### src/design/exp_power_hyperelastic_eval_unit_defines.svh
// Assertion macros shared by the exponential-power evaluator RTL
`ifndef EXP_POWER_HYPERELASTIC_EVAL_UNIT_DEFINES_SVH
`define EXP_POWER_HYPERELASTIC_EVAL_UNIT_DEFINES_SVH

// Implication checked in the same cycle, held off during reset
`define EPHE_ASSERT_NOW(label, ante, cons, msg) \
    label: assert property (@(posedge aclk) disable iff (!aresetn) (ante) |-> (cons)) \
        else $error(msg);

// Implication checked in the cycle after the antecedent, held off during reset
`define EPHE_ASSERT_NEXT(label, ante, cons, msg) \
    label: assert property (@(posedge aclk) disable iff (!aresetn) (ante) |=> (cons)) \
        else $error(msg);

`endif

### src/design/ephe_pkg.sv
// Shared types, constants and fixed-point helpers of the exponential-power evaluator
package ephe_pkg;

    localparam int FRAC_BITS  = 16;
    localparam int POW_CELLS  = 28;   // highest power needed is 2*15-2
    localparam int TERM_CELLS = 12;   // series terms of 2^f
    localparam int DIV_CELLS  = 32;   // quotient bits of the energy divide

    localparam logic signed [31:0] FX_MAX = 32'sh7FFF_FFFF;
    localparam logic signed [31:0] FX_MIN = 32'sh8000_0000;
    localparam logic signed [31:0] FX_ONE = 32'(64'sd1 <<< FRAC_BITS);

    localparam logic signed [63:0] LOG2E_Q30 = 64'sd1549082005;
    localparam logic [29:0]        LN2_Q30   = 30'd744261118;
    localparam logic [30:0]        ONE_Q30   = 31'd1073741824;

    typedef enum logic [1:0] {
        REG_STIFFNESS = 2'd0,
        REG_RATE      = 2'd1,
        REG_EXPONENT  = 2'd2
    } cfg_reg_t;

    typedef struct packed {
        logic signed [31:0] val;
        logic               ovf;
    } fx_t;

    // power chain bus
    typedef struct packed {
        logic               valid;
        logic signed [31:0] x;
        logic signed [31:0] p;
        logic signed [31:0] pd;
        logic signed [31:0] pdm1;
        logic signed [31:0] pdm2;
        logic signed [31:0] p2d2;
        logic               sat;
    } pow_bus_t;

    // exponential series bus
    typedef struct packed {
        logic               valid;
        logic [30:0]        term;
        logic [31:0]        s;
        logic [29:0]        y;
        logic signed [32:0] n;
        logic signed [31:0] g1;
        logic signed [31:0] inner;
        logic               sat;
        logic               dsat;
    } exp_bus_t;

    // divider bus
    typedef struct packed {
        logic               valid;
        logic [32:0]        rem;
        logic [31:0]        nlo;
        logic [31:0]        q;
        logic [32:0]        dmag;
        logic               neg;
        logic               ovf;
        logic               ezero;
        logic signed [31:0] d1;
        logic signed [31:0] d2;
        logic               err;
        logic               sat;
    } div_bus_t;

    // clip to the signed 32-bit range
    function automatic fx_t sat32(input logic signed [63:0] v);
        fx_t r;
        if (v > 64'(FX_MAX)) begin
            r.val = FX_MAX;
            r.ovf = 1'b1;
        end else if (v < 64'(FX_MIN)) begin
            r.val = FX_MIN;
            r.ovf = 1'b1;
        end else begin
            r.val = v[31:0];
            r.ovf = 1'b0;
        end
        return r;
    endfunction

    // fixed-point product, round to nearest with ties up, clipped
    function automatic fx_t fmul(input logic signed [31:0] a, input logic signed [31:0] b);
        logic signed [63:0] prod;
        logic signed [63:0] rnd;
        prod = 64'(a) * 64'(b);
        rnd  = (prod + (64'sd1 <<< (FRAC_BITS - 1))) >>> FRAC_BITS;
        return sat32(rnd);
    endfunction

    // floor(2^32 / k) for the series divisors
    function automatic logic [32:0] recip(input logic [3:0] k);
        logic [32:0] r;
        case (k)
            4'd1:    r = 33'd4294967296;
            4'd2:    r = 33'd2147483648;
            4'd3:    r = 33'd1431655765;
            4'd4:    r = 33'd1073741824;
            4'd5:    r = 33'd858993459;
            4'd6:    r = 33'd715827882;
            4'd7:    r = 33'd613566756;
            4'd8:    r = 33'd536870912;
            4'd9:    r = 33'd477218588;
            4'd10:   r = 33'd429496729;
            4'd11:   r = 33'd390451572;
            4'd12:   r = 33'd357913941;
            default: r = 33'd0;
        endcase
        return r;
    endfunction

endpackage

### src/design/ephe_div_cell.sv
// One restoring-division step: shifts in a dividend bit and produces one quotient bit
module ephe_div_cell (
    input  logic              aclk,
    input  logic              aresetn,
    input  logic              adv,
    input  ephe_pkg::div_bus_t in_bus,
    output ephe_pkg::div_bus_t out_bus
);
    import ephe_pkg::*;

    div_bus_t    bus_next;
    div_bus_t    bus_reg;
    logic        valid_reg;
    logic [33:0] trial;

    always_comb begin
        trial    = {in_bus.rem, in_bus.nlo[31]};
        bus_next = in_bus;
        bus_next.nlo = in_bus.nlo << 1;
        if (trial >= {1'b0, in_bus.dmag}) begin
            bus_next.rem = 33'(trial - {1'b0, in_bus.dmag});
            bus_next.q   = {in_bus.q[30:0], 1'b1};
        end else begin
            bus_next.rem = trial[32:0];
            bus_next.q   = {in_bus.q[30:0], 1'b0};
        end
    end

    always_ff @(posedge aclk) begin
        if (!aresetn) begin
            valid_reg <= 1'b0;
        end else if (adv) begin
            valid_reg <= in_bus.valid;
        end
    end

    always_ff @(posedge aclk) begin
        if (adv) begin
            bus_reg <= bus_next;
        end
    end

    always_comb begin
        out_bus       = bus_reg;
        out_bus.valid = valid_reg;
    end

endmodule

### config.mk
export PLATFORM = sky130hd
export DESIGN_NAME = ephe_div_cell
export DESIGN_NICKNAME = d
export VERILOG_FILES = /design/src/design/exp_power_hyperelastic_eval_unit_defines.svh /design/src/design/ephe_pkg.sv /design/src/design/ephe_div_cell.sv
export SDC_FILE = /design/constraint.sdc
export NUM_CORES = 1
export LEC_CHECK = 0
export BUFFER_PORTS_ARGS = -buffer_cell sky130_fd_sc_hd__buf_2
export CORE_AREA = 3 3 157 159
export CTS_BUF_LIST = sky130_fd_sc_hd__clkbuf_4 sky130_fd_sc_hd__clkbuf_8
export DETAILED_ROUTE_END_ITERATION = 10
export DIE_AREA = 0 0 160 162
export MAX_ROUTING_LAYER = met4
export PLACE_DENSITY = 0.72
export SETUP_SLACK_MARGIN = 0.3
export SYNTH_ARGS = -nofsm -noshare
export SYNTH_HDL_FRONTEND = slang
export SYNTH_SLANG_ARGS = --single-unit
export TNS_END_PERCENT = 10
### constraint.sdc
create_clock -name aclk -period 2.85 [get_ports aclk]
set_input_delay 0.57 -clock aclk [delete_from_list [all_inputs] [get_ports aclk]]
set_output_delay 0.57 -clock aclk [all_outputs]
set_load 0.05 [all_outputs]
# [Word level (Yosys, flattened, before mapping)]
# Cells that the tools add are included.
[totals] register_bits=199 in_bits=203
[op_classes] add_sub_neg=1 magnitude_cmp=1 mux=2
[ops] op="$ge 34x33->1" count=1
[ops] op="$mux 33" count=1
[ops] op="$sub 33x33->33" count=1
[ops] op="$mux 1" count=1

# [Depth between registers and ports, before layout]
[logic_depth] ltp_word=2 mapped_depth=13

# [Least setup slack after synthesis]
# OpenSTA, ideal clock, no wires.
[synth_timing] kind="input-to-reg" from="in in_bus[165] (netlist bit)" to="reg bus_reg (netlist bit out_bus[198]) (data pin)" setup_time_ps=260 path_stages=12 path_buffers=0 t_arrival_ps=2786 required_time_ps=2590 setup_slack_ps=-196 path_cell_list="inv_1 -> ha_1 -> inv_1 -> fa_1 -> a21o_1 -> a221oi_2 -> o211ai_1 -> a21o_1 -> a211oi_2 -> o311ai_1 -> xor2_1 -> mux2_2"
[synth_lines] element="from (decl)" line_no="ephe_div_cell.sv:6" source="input ephe_pkg::div_bus_t in_bus,"
[synth_lines] element="to (signal assigned)" line_no="ephe_div_cell.sv:39" source="bus_reg <= bus_next;"
[synth_lines] element="to (decl)" line_no="ephe_div_cell.sv:12" source="div_bus_t bus_reg;"

==> impl_table.tex <==
\begin{tabular}{lr}
\hline
Metric & Value \\
\hline
\multicolumn{2}{l}{\textbf{STA}} \\
\quad Setup-failing EPs final & 0 \\
\quad Final period utilization & 0.948 \\
\quad Slew at the pin closest to its max-slew limit & 0.494 ns \\
\quad Post-Route Hold Slack & 0.253 ns \\
\quad Relative slew slack & 0.667 \\
\quad Final Worst Setup Slack & 0.149 ns \\
\quad Clock tree skew after final layout & 0 ns \\
\quad Final Hold Vio Count & 0 \\
\quad Fin crit period & 2.70 ns \\
\quad Aggregate negative setup slack & 0 ns \\
\quad Highest attainable clock frequency & 370 MHz \\
\quad Final number of max-transition violations & 0 \\
\quad Setup repair after global routing missed its margin & yes \\
\multicolumn{2}{l}{\textbf{Hold path}} \\
\quad HP Class & input port to flip-flop \\
\quad Startpoint of the lowest-slack hold path & in\_bus[162] \\
\multicolumn{2}{l}{\textbf{Routing}} \\
\quad Mean number of vias per cell & 4.74 \\
\quad Met2 WL & 14,000 um \\
\quad Remaining DRCs & 0 \\
\quad Antenna violation net count after detailed routing & 0 \\
\quad DR vias & 6,666 \\
\quad Final routed wirelength across all metal layers & 27,800 um \\
\quad Highest Signal Layer & met4 \\
\quad Met3 Wirelength & 2270 um \\
\quad Average detailed-routed wire length per instance & 19.8 um \\
\quad Iteration-0 DRC count of the detailed router & 530 \\
\quad Routed metal-1 wire length & 10,600 um \\
\quad First-pass detailed-route iteration total & 5 \\
\multicolumn{2}{l}{\textbf{Cells and area}} \\
\quad Proportion of layout cells with a drive suffix above 1 & 0.537 \\
\quad Number of nets in the final layout & 1,298 \\
\quad Largest register FFs & 198 \\
\quad Layout filler cell count & 2,052 \\
\quad Area added between synthesis and finish & 45.3\% \\
\quad Design Area, Final & 12,200 um2 \\
\quad Core occupancy in the finished layout & 0.521 \\
\quad Final instance count without filler cells & 1,405 \\
\quad Most used cells in the layout excluding fill and tap cells & sky130\_fd\_sc\_hd\_\_buf\_2 (398), sky130\_fd\_sc\_hd\_\_edfxtp\_1 (198), sky130\_fd\_sc\_hd\_\_buf\_4 (92) \\
\quad Commonest non-fill, non-tap cell in the layout & sky130\_fd\_sc\_hd\_\_buf\_2 \\
\multicolumn{2}{l}{\textbf{Setup path}} \\
\quad Arrival time at the worst endpoint & 2.94 ns \\
\quad Cell-by-cell listing of the critical path & buf\_8 > inv\_12 > ha\_4 > inv\_2 > fa\_2 > a21o\_1 > a221oi\_4 > o211ai\_1 > a21o\_1 > a211oi\_4 > o311ai\_2 > xor2\_1 > mux2\_4 \\
\quad Kind of capture point of the worst setup path & flip-flop \\
\quad Longest individual stage delay on the worst path & 0.33 ns \\
\quad Path type of the worst setup path & input port to flip-flop \\
\quad Reg-to-Reg Start & valid\_reg \\
\quad Largest fanout of any net on the critical path & 3 \\
\quad Crit start category & input port \\
\quad Launch point of the worst path & in\_bus[165] \\
\quad Crit path top cell by count & sky130\_fd\_sc\_hd\_\_a21o\_1 \\
\quad Max stage delay cell, worst path & sky130\_fd\_sc\_hd\_\_fa\_2 \\
\quad Required arrival time at the worst endpoint & 3.09 ns \\
\multicolumn{2}{l}{\textbf{Global route}} \\
\quad GRT Util Overall & 0.214 \\
\quad GRT overflow & 0 \\
\quad Maximum number of pins on one net before global-route repair & 61 \\
\quad Initial antenna violation count & 11 \\
\quad First-pass GRT wire length & 40,400 um \\
\quad Via count of the first global-routing pass & 6,896 \\
\multicolumn{2}{l}{\textbf{Synthesis}} \\
\quad Number of enable flip-flop cells after synthesis & 198 \\
\quad Simple-gate area share of the yosys netlist & 0.0535 \\
\quad Area of the mapped netlist & 8390 um2 \\
\quad Largest family of logic cells by synthesized area & compound AO/OA/AOI/OAI gates \\
\quad Adder-Cell Fraction of Synth Area & 0.0516 \\
\quad Cell count after synthesis & 554 \\
\quad Synthesized Nets & 791 \\
\quad Async SR Flop Fraction & 0 \\
\quad Flip-flop cell with the highest count after synthesis & sky130\_fd\_sc\_hd\_\_edfxtp\_1 \\
\quad Post-Synthesis Mean Instance Area & 15.1 um2 \\
\quad Part of the Yosys area used for sequential elements & 0.711 \\
\quad Compound-Gate Fraction of Synth Area & 0.102 \\
\quad Library cells used by synthesis & 64 \\
\quad Multiplexer share of the synthesized area & 0.0216 \\
\quad XOR/XNOR share of the synthesized area & 0.0313 \\
\quad Flip-flop and latch count after synthesis & 199 \\
\quad Ys Warns & 0 \\
\multicolumn{2}{l}{\textbf{Placed design}} \\
\quad Place WS & -0.619 ns \\
\quad Placement Cell Area & 11,500 um2 \\
\quad Placed instance count & 1,356 \\
\quad Half-perimeter wire length after placement & 22,300 um \\
\quad Routability cong. & 0.923 \\
\quad Port Buf Inserts & 400 \\
\multicolumn{2}{l}{\textbf{Floorplan}} \\
\quad Die boundary width & 160 um \\
\quad Starting utilization of the core area & 0.359 \\
\quad Vert. Die Dim & 162 um \\
\quad Area of the die & 25,900 um2 \\
\quad I/O pin count & 403 \\
\quad Core Box Area & 23,400 um2 \\
\quad Number of standard-cell rows in the floorplan & 56 \\
\multicolumn{2}{l}{\textbf{Pwr}} \\
\quad Final Power & 7.79 mW \\
\quad P\_leak & 5.47 nW \\
\quad Power Dens Cells & 639 nW/um2 \\
\quad Worst IR drop on VDD & 0.000408 V \\
\multicolumn{2}{l}{\textbf{Flow run}} \\
\quad Max-cap violations & 0 \\
\multicolumn{2}{l}{\textbf{Clocking}} \\
\quad CTS clk-pin slew, worst paths & 0.13 ns \\
\quad TritonCTS clock tree & built \\
\quad Number of H-tree branching levels & 4 \\
\quad CTS Buf Count & 17 \\
\quad Clock tree sinks & 199 \\
\quad Worst-Skew Late Latency & 0.46 ns \\
\quad CTS Hold Buffers Added & 0 \\
\quad Number of buffers between clock root and the deepest sink & 2 \\
\quad Clock Tree Root & sky130\_fd\_sc\_hd\_\_clkbuf\_8 \\
\multicolumn{2}{l}{\textbf{Run status}} \\
\quad Result of the run & finished clean \\
\hline
\end{tabular}
==> where the power goes <==
| part | total, mW | internal [mW] | switching [mW] |
|---|---|---|---|
| clock network | 1.90 | 0.704 | 1.19 |
| registers | 3.60 | 3.53 | 0.0697 |
| logic | 2.29 | 0.701 | 1.59 |
| total | 7.79 | 4.94 | 2.85 |
==> worst paths after layout <==
| check | to | slack, ns | depth (start not counted) |
|---|---|---|---|
| setup / recovery | out_bus[198] | 0.15 | 13 |
| hold / removal | out_bus[163] | 0.25 | 1 |
| setup reg to reg | valid_reg | 2.23 | 2 |
| hold reg to reg | valid_reg | 0.56 | 2 |
==> final cells by class <==
type	instances	area, um2	share of cell area
Sequential cell	199	5970	0.489
Timing Repair Buffer	499	2830	0.232
Multi-Input combinational cell	300	2360	0.194
Tap cell	319	399	0.0327
Clock buffer	18	241	0.0198
Clock inverter	14	185	0.0152
Inverter	44	178	0.0146
Antenna cell	12	30.0	0.00246
==> cells in the mapped netlist (all sizes together) (5+ instances only) <==
| master | number | area [um2] |
|---|---|---|
| a21o | 18 | 136 |
| a21oi | 50 | 258 |
| and3 | 8 | 51.3 |
| buf | 10 | 73.8 |
| edfxtp | 198 | 5950 |
| ha | 33 | 413 |
| inv | 44 | 165 |
| mux2 | 14 | 161 |
| nand2 | 22 | 82.6 |
| nand3 | 6 | 30.0 |
| nor2 | 36 | 135 |
| nor3 | 5 | 25.0 |
| o21a | 5 | 37.5 |
| o21ai | 16 | 95.1 |
| o21bai | 5 | 37.5 |
| xnor2 | 18 | 158 |
| xor2 | 12 | 105 |
==> repair_timing <==
action                                 CTS  global route
setup buffers                            2             3
pin swaps                               10            11
endpoints found under the hold margin    0             0
setup endpoints to repair               32            34
gates resized for setup                 10            25
==> cell families after synthesis <==
| kind of cell | after synthesis |
|---|---|
| multiplexers | 16 |
| adder cells (fa/ha/maj) | 34 |
| AO/OA/AOI/OAI | 123 |
| other | 1 |
| flip-flops | 199 |
| XOR/XNOR | 30 |
| AND/OR/NAND/NOR | 96 |
| buffers and inverters | 55 |
==> metal layers <==
layer | vias up | GRT usage
li1 | 3107 | -
met1 | 3200 | 0.235
met2 | 315 | 0.361
met3 | 44 | 0.0740
met4 | 0 | 0.0805
met5 | - | -
==> critical path: cells and delay by family <==
kind            cells  cell delay, ns
mux                 1            0.26
fa+ha+maj           2            0.45
xor+xnor            1            0.16
buf+inv             3            0.18
compound gates      6            1.30
Power figures use the tool's default switching activity.
