File: src/design/exp_power_hyperelastic_eval_unit_defines.svh
// Assertion macros shared by the exponential-power evaluator RTL
`ifndef EXP_POWER_HYPERELASTIC_EVAL_UNIT_DEFINES_SVH
`define EXP_POWER_HYPERELASTIC_EVAL_UNIT_DEFINES_SVH

// Implication checked in the same cycle, held off during reset
`define EPHE_ASSERT_NOW(label, ante, cons, msg) \
    label: assert property (@(posedge aclk) disable iff (!aresetn) (ante) |-> (cons)) \
        else $error(msg);

// Implication checked in the cycle after the antecedent, held off during reset
`define EPHE_ASSERT_NEXT(label, ante, cons, msg) \
    label: assert property (@(posedge aclk) disable iff (!aresetn) (ante) |=> (cons)) \
        else $error(msg);

`endif

File: src/design/ephe_pkg.sv
// Shared types, constants and fixed-point helpers of the exponential-power evaluator
package ephe_pkg;

    localparam int FRAC_BITS  = 16;
    localparam int POW_CELLS  = 28;   // highest power needed is 2*15-2
    localparam int TERM_CELLS = 12;   // series terms of 2^f
    localparam int DIV_CELLS  = 32;   // quotient bits of the energy divide

    localparam logic signed [31:0] FX_MAX = 32'sh7FFF_FFFF;
    localparam logic signed [31:0] FX_MIN = 32'sh8000_0000;
    localparam logic signed [31:0] FX_ONE = 32'(64'sd1 <<< FRAC_BITS);

    localparam logic signed [63:0] LOG2E_Q30 = 64'sd1549082005;
    localparam logic [29:0]        LN2_Q30   = 30'd744261118;
    localparam logic [30:0]        ONE_Q30   = 31'd1073741824;

    typedef enum logic [1:0] {
        REG_STIFFNESS = 2'd0,
        REG_RATE      = 2'd1,
        REG_EXPONENT  = 2'd2
    } cfg_reg_t;

    typedef struct packed {
        logic signed [31:0] val;
        logic               ovf;
    } fx_t;

    // power chain bus
    typedef struct packed {
        logic               valid;
        logic signed [31:0] x;
        logic signed [31:0] p;
        logic signed [31:0] pd;
        logic signed [31:0] pdm1;
        logic signed [31:0] pdm2;
        logic signed [31:0] p2d2;
        logic               sat;
    } pow_bus_t;

    // exponential series bus
    typedef struct packed {
        logic               valid;
        logic [30:0]        term;
        logic [31:0]        s;
        logic [29:0]        y;
        logic signed [32:0] n;
        logic signed [31:0] g1;
        logic signed [31:0] inner;
        logic               sat;
        logic               dsat;
    } exp_bus_t;

    // divider bus
    typedef struct packed {
        logic               valid;
        logic [32:0]        rem;
        logic [31:0]        nlo;
        logic [31:0]        q;
        logic [32:0]        dmag;
        logic               neg;
        logic               ovf;
        logic               ezero;
        logic signed [31:0] d1;
        logic signed [31:0] d2;
        logic               err;
        logic               sat;
    } div_bus_t;

    // clip to the signed 32-bit range
    function automatic fx_t sat32(input logic signed [63:0] v);
        fx_t r;
        if (v > 64'(FX_MAX)) begin
            r.val = FX_MAX;
            r.ovf = 1'b1;
        end else if (v < 64'(FX_MIN)) begin
            r.val = FX_MIN;
            r.ovf = 1'b1;
        end else begin
            r.val = v[31:0];
            r.ovf = 1'b0;
        end
        return r;
    endfunction

    // fixed-point product, round to nearest with ties up, clipped
    function automatic fx_t fmul(input logic signed [31:0] a, input logic signed [31:0] b);
        logic signed [63:0] prod;
        logic signed [63:0] rnd;
        prod = 64'(a) * 64'(b);
        rnd  = (prod + (64'sd1 <<< (FRAC_BITS - 1))) >>> FRAC_BITS;
        return sat32(rnd);
    endfunction

    // floor(2^32 / k) for the series divisors
    function automatic logic [32:0] recip(input logic [3:0] k);
        logic [32:0] r;
        case (k)
            4'd1:    r = 33'd4294967296;
            4'd2:    r = 33'd2147483648;
            4'd3:    r = 33'd1431655765;
            4'd4:    r = 33'd1073741824;
            4'd5:    r = 33'd858993459;
            4'd6:    r = 33'd715827882;
            4'd7:    r = 33'd613566756;
            4'd8:    r = 33'd536870912;
            4'd9:    r = 33'd477218588;
            4'd10:   r = 33'd429496729;
            4'd11:   r = 33'd390451572;
            4'd12:   r = 33'd357913941;
            default: r = 33'd0;
        endcase
        return r;
    endfunction

endpackage

File: src/design/ephe_exp_cell.sv
// One series term of 2^f: term = round(term*y)/k, sum += term, over three stages
module ephe_exp_cell (
    input  logic              aclk,
    input  logic              aresetn,
    input  logic              adv,
    input  logic [3:0]        term_idx,
    input  ephe_pkg::exp_bus_t in_bus,
    output ephe_pkg::exp_bus_t out_bus
);
    import ephe_pkg::*;

    logic [2:0]  vld_reg;
    exp_bus_t    a_bus_reg;
    exp_bus_t    b_bus_reg;
    exp_bus_t    c_bus_reg;
    exp_bus_t    c_bus_next;
    logic [60:0] prod_reg;
    logic [30:0] v_reg;
    logic [30:0] v_next;
    logic [63:0] qa_reg;
    logic [31:0] q0;
    logic [31:0] q;
    logic [35:0] rsd;

    // stage B: round the product and scale by the reciprocal
    always_comb begin
        v_next = 31'((prod_reg + 61'd536870912) >> 30);
    end

    // stage C: fix the quotient by one and add the term
    always_comb begin
        q0  = qa_reg[63:32];
        rsd = 36'(v_reg) - 36'(q0) * 36'(term_idx);
        q   = (rsd >= 36'(term_idx)) ? q0 + 32'd1 : q0;
        c_bus_next      = b_bus_reg;
        c_bus_next.term = q[30:0];
        c_bus_next.s    = b_bus_reg.s + q;
    end

    always_ff @(posedge aclk) begin
        if (!aresetn) begin
            vld_reg <= 3'b000;
        end else if (adv) begin
            vld_reg <= {vld_reg[1:0], in_bus.valid};
        end
    end

    always_ff @(posedge aclk) begin
        if (adv) begin
            a_bus_reg <= in_bus;
            prod_reg  <= 61'(in_bus.term) * 61'(in_bus.y);
            b_bus_reg <= a_bus_reg;
            v_reg     <= v_next;
            qa_reg    <= 64'(v_next) * 64'(recip(term_idx));
            c_bus_reg <= c_bus_next;
        end
    end

    always_comb begin
        out_bus       = c_bus_reg;
        out_bus.valid = vld_reg[2];
    end

endmodule

File: config.mk
export PLATFORM = sky130hd
export DESIGN_NAME = ephe_exp_cell
export DESIGN_NICKNAME = d
export VERILOG_FILES = /design/src/design/exp_power_hyperelastic_eval_unit_defines.svh /design/src/design/ephe_pkg.sv /design/src/design/ephe_exp_cell.sv
export SDC_FILE = /design/constraint.sdc
export NUM_CORES = 2
export LEC_CHECK = 0
export BUFFER_PORTS_ARGS = -buffer_cell sky130_fd_sc_hd__clkbuf_2
export CAP_MARGIN = 40
export CELL_PAD_IN_SITES_DETAIL_PLACEMENT = 0
export CELL_PAD_IN_SITES_GLOBAL_PLACEMENT = 1
export CORE_ASPECT_RATIO = 0.75
export CORE_MARGIN = 4
export CORE_UTILIZATION = 35
export DETAILED_ROUTE_END_ITERATION = 8
export PLACE_DENSITY = 0.58
export SKIP_LAST_GASP = 1
export SYNTH_ARGS = -nofsm -noshare
export SYNTH_HDL_FRONTEND = slang
export SYNTH_SLANG_ARGS = --single-unit
File: constraint.sdc
create_clock -name aclk -period 24.7 [get_ports aclk]
set_input_delay 3.705 -clock aclk [delete_from_list [all_inputs] [get_ports aclk]]
set_output_delay 3.705 -clock aclk [all_outputs]
set_load 0.01 [all_outputs]
After elaboration in Yosys (flattened, before gate mapping)
Memory sizes are Yosys's and may differ from the RTL's. Cells that the tools add are included.

$add $sub $neg: 4. Muxes and demuxes: 2. Multipliers: 3. $lt $le $gt $ge: 1.

Operators by type and width (number): 31-bit by 33-bit multiplier with 64-bit output (1); 61-bit by 30-bit adder with 61-bit output (second input constant) (1); 31-bit by 30-bit multiplier with 61-bit output (1); 36-bit by 4-bit >= comparator with 1-bit output (1); 32-bit by 4-bit multiplier with 36-bit output (1); 31-bit by 36-bit subtractor with 36-bit output (1); 33-bit 2-to-1 mux (1); 32-bit by 1-bit adder with 32-bit output (second input constant) (1); 32-bit adder (1); 32-bit 2-to-1 mux (1).

Bits in read-only memories: 528. Output and inout bits: 193. Logic and storage cells: 37. Memories kept: 1. Register bits after elaboration: 673. Bits of input ports: 200.

Memory list: (no name shown) (depth 16, bits a word 33, read ports 1, clocked after Yosys merged registers in 0, wr ports 0, line ephe_pkg.sv:97) `case (k)`.

Longest topological paths before layout
Word-level depth: 5. Depth in mapped cells: 38. Mapped depth without buffers: 36.

Worst setup path before layout
Ideal clock, no wire load.

Path type: input to register. Start: in term_idx[0]. End: reg qa_reg[62], data pin. Stages: 34. Arrival: 12.152 ns. Data required time: 24.442 ns. Setup time: 0.258 ns. Path buffers: 3. Path slack: 12.290 ns. Path through: clkbuf_1 -> inv_1 -> ha_1 -> and2_1 -> clkbuf_1 -> a21oi_1 -> a21oi_1 -> clkbuf_1 -> nand2_1 -> fa_1 -> inv_1 -> fa_1 -> fa_1 -> inv_1 -> fa_1 -> inv_1 -> fa_1 -> inv_1 -> fa_1 -> fa_1 -> fa_1 -> inv_1 -> ha_1 -> nand4_1 -> or4_1 -> a21o_1 -> o2111ai_1 -> a31oi_1 -> o21ai_1 -> a31o_2 -> o21ai_0 -> o21ai_1 -> a31oi_1 -> xnor2_1.

Longest elaborated chain between the ends: 3.

Ends and longest elaborated chain: from (decl) (line ephe_exp_cell.sv:6) `input logic [3:0] term_idx,`; memory read 16 x 33 bit; 33-bit 2-to-1 mux (line ephe_exp_cell.sv:49) `if (adv) begin`; 31-bit by 33-bit multiplier with 64-bit output (line ephe_exp_cell.sv:54) `qa_reg <= 64'(v_next) * 64'(recip(term_idx));`; to (signal assigned) (line ephe_exp_cell.sv:54); to (decl) (line ephe_exp_cell.sv:20) `logic [63:0] qa_reg;`.

Every way passes these cells. The select of a mux whose other input is x is not followed. A chain may end at the register's enable or synchronous reset.

Worst setup path after layout
Start: in term_idx[1]. End: reg qa_reg[62], data pin.

Same word-level chain as after synthesis.

==> metrics.md <==
| Metric | Value |
|---|---|
| Number of placed instances with taps included | roughly 12k |
| Worst Tran Pin Value | between 0.9 and 1 ns |
| Outcome | completed |
| Synth Instances | slightly above 8k |
| Placed cell area | a little over 0.09 mm² |
| Total of buffers placed on input and output ports | around 390 |
| Die Outline Area | 0.250 mm² |
| Relative max-transition margin | around 37% |
| CTS tree | built |
| Number of core rows | approximately 160 |
| Max cap viols | 0 |
| Leading register cell type out of synthesis | edfxtp_1 |
| Setup Fix Bufs, Post-CTS | 0 |
| Post-route clock period utilization | around three fifths |
| Peak fanout along the critical path | 36 |
| Final cell count without fillers | around 12k |
| CP max-delay cell | a21o_2 |
| # hold bufs at CTS | 0 |
| Clock root buffer master | clkbuf_16 |
| Detailed placer's ending HPWL | 233 mm |
| Inserted Clock Buffers | 73 |
| Synth Cell Area | about 0.085 mm² |
| Unrepaired setup endpoints after global routing | false |
| Final hold vios | 0 |
| Highest-count cells in the layout ignoring fill and taps | 1978 x inv_1, 1781 x fa_1, 1261 x nand2_1 |
| Wirelength per Cell | ~25 µm |
| Count of instances resized after the clock tree is built | 0 |
| Number of vias per cell after detailed routing | between 4 and 5 |
| Post-route ant nets | 0 |
| DR pass1 iterations | 7 |
| Final slew viol count | 0 |
| Yosys synthesis warning count | 0 |
| Sum of overflow across all layers after global routing | 0 |
| Count of endpoints failing setup in the final report | 0 |
| Via count of the first global-routing pass | ~64k |
| Fill cells | roughly 24k |
| Wire length of the first global-routing pass | between 400 and 500 mm |
| Clock tree skew after final layout | roughly 0.037 ns |
| Met1 usage | a little over a third |
| Number of synthesized flops with an enable pin | 609 |
| Count of state elements after synthesis | just over 600 |
| Data arrival at the endpoint of the critical path | about 15 ns |
| Width of the chip | between 500 and 600 µm |
| Critical path startpoint category | primary input |
| Detailed-route via count | 58.7k |
| Largest net degree at the start of global routing | approximately 120 |
| Mean cell area of the mapped netlist | 10.3 µm² |
| Post-route minimum period | 14.62 ns |
| Starting density of the core | 35.2% |
| CP Class | in2reg |
| Number of buffers on the longest clock path | 3 |
| Max incr delay on CP | around 0.77 ns |
| Most frequent standard cell in the layout excluding fill and tap cells | inv_1 |
| Die Y | between 400 and 500 µm |
| Number of DRC violations after detailed routing | 0 |
| Crit path top cell by count | fa_1 |
| Clock latency on the worst-skew pair | between 0.6 and 0.7 ns |
| # nets final | around 11k |
| Unique cell type count in the Yosys netlist | 86 |
| Routability congestion estimate from global placement | between 0.9 and 1 |
| CTS H-Tree Depth | 3 |
| Core ar. | between 0.2 and 0.25 mm² |
| Sum of negative setup slack | 0 ns |
| Type of element capturing the critical path | flop |
| Sequential fraction of the synthesis area | between 20% and 30% |
| Largest register FFs | ~190 |
| # IOs | 393 |
| Starting DRC count in detailed routing | about 4.7k |
| Finished layout cell area | between 0.09 and 0.1 mm² |
| Required time of the worst setup path | 25.13 ns |
| Antenna violations before repair | 7 |
| Class of the tightest hold or removal check | reg2reg |
| Total routing resource utilization after global routing | between 20% and 30% |
| Post-route worst hold slack | 0.397 ns |
| Busiest grt layer | met1 |
| Total Routed Length | 293 mm |
| Fraction of final layout cells sized beyond drive strength 1 | 8.43% |
| Synthesized Nets | 10.8k |
| Area growth syn-to-layout | 10.4% |
| Count of clock tree sinks | around 600 |
| Proportion of synthesized flip-flops having asynchronous set or reset | 0% |
| Clock slew at the register clock pins of the worst setup and hold paths | about 0.06 ns |
| Achievable clock frequency | between 60 and 70 MHz |
| Met2 Resource Use GR | between 30% and 40% |
| Met3 track demand over resource | around 5.7% |
[logic make-up (layout without fill, tap and decap cells)]
group	Yosys count	in the layout	share of synthesized area, %
muxes	13	13	0.171
other	0	9	0
AOI/OAI and AO/OA	509	509	3.97
adders and majority gates	2371	2371	50.7
DFF	612	612	21.6
buffers and inverters	2315	2675	10.3
and+or+nand+nor	2211	2211	11.5
xor gates and xnor gates	171	171	1.77
[metal layers]
| metal | vias up | wire length, µm | share of wire (%) |
|---|---|---|---|
| li1 | 25300 | - | - |
| met1 | 30900 | 139000 | 47 |
| met2 | 2212 | 122000 | 42 |
| met3 | 311 | 25600 | 8.7 |
| met4 | 2 | 6270 | 2.1 |
| met5 | - | 13 | 0.0044 |
[final timing paths]
kind | start | end | slack (ns) | depth (start not counted)
hold / removal | a_bus_reg[133] | b_bus_reg[133] | 0.40 | 0
hold reg to reg | a_bus_reg[133] | b_bus_reg[133] | 0.40 | 0
setup reg to reg | prod_reg[35] | qa_reg[62] | 12.76 | 31
setup / recovery | term_idx[1] | qa_reg[62] | 10.08 | 33
[per-stage QoR]
stage	util [%]	setup WS (ns)
global placement	37.7	9.53
detailed placement	37.9	9.49
floorplan	-	12.29
global route	38.9	9.75
CTS	38.9	10.19
finish	38.9	10.08
[synth_stat cells, types with 5 or more instances]
master     number  area share, %
inv_1        1978            8.8
fa_1         1781             42
nand2_1      1262            5.6
edfxtp_1      609             22
ha_1          590            8.7
nor2_1        406            1.8
clkbuf_1      312            1.4
and2_1        286            2.1
a21oi_1       143           0.84
xnor2_1       116            1.2
a21o_1         80           0.71
o21ai_0        79           0.47
xor2_1         55           0.57
nand3_1        38           0.22
nor3_1         35           0.21
o21a_1         34           0.30
nand4_1        33           0.24
and3_1         27           0.20
nor2b_1        25           0.18
a31oi_1        19           0.14
nand2b_1       18           0.13
and4_1         17           0.18
o21bai_1       17           0.15
a211o_1        16           0.17
o211ai_1       15           0.13
a211oi_1       13           0.12
o21ai_1        12          0.071
mux2i_1        10           0.12
nor3b_1        10          0.088
a21boi_0        9          0.080
or3_1           9          0.066
nand3b_1        8          0.071
or2_2           8          0.059
a21oi_2         7          0.072
buf_4           7          0.062
clkinv_1        7          0.031
nor4_1          7          0.052
o2111ai_1       7          0.072
a2111oi_0       6          0.062
buf_2           5          0.029
[critical path, delay by kind of cell]
| family | cells | cell delay (ns) |
|---|---|---|
| AO/OA/AOI/OAI | 10 | 3.69 |
| buffers and inverters | 7 | 0.70 |
| adder cells (fa/ha/maj) | 10 | 4.76 |
| AND/OR/NAND/NOR | 5 | 1.96 |
| XOR/XNOR | 1 | 0.15 |
[cell type report]
class	count	area, µm²	area share, %
inverter	1985	7450	7.95
timing repair buffer	558	3570	3.82
multi-input combinational	5275	57900	61.8
sequential	612	18300	19.6
clock buffer	89	1910	2.04
tap	3239	4050	4.33
antenna	9	22.5	0.0240
clock inverter	43	428	0.457
Power is not shown: default switching activity piles up to over one toggle a cycle in this logic, so the estimate is an artifact.
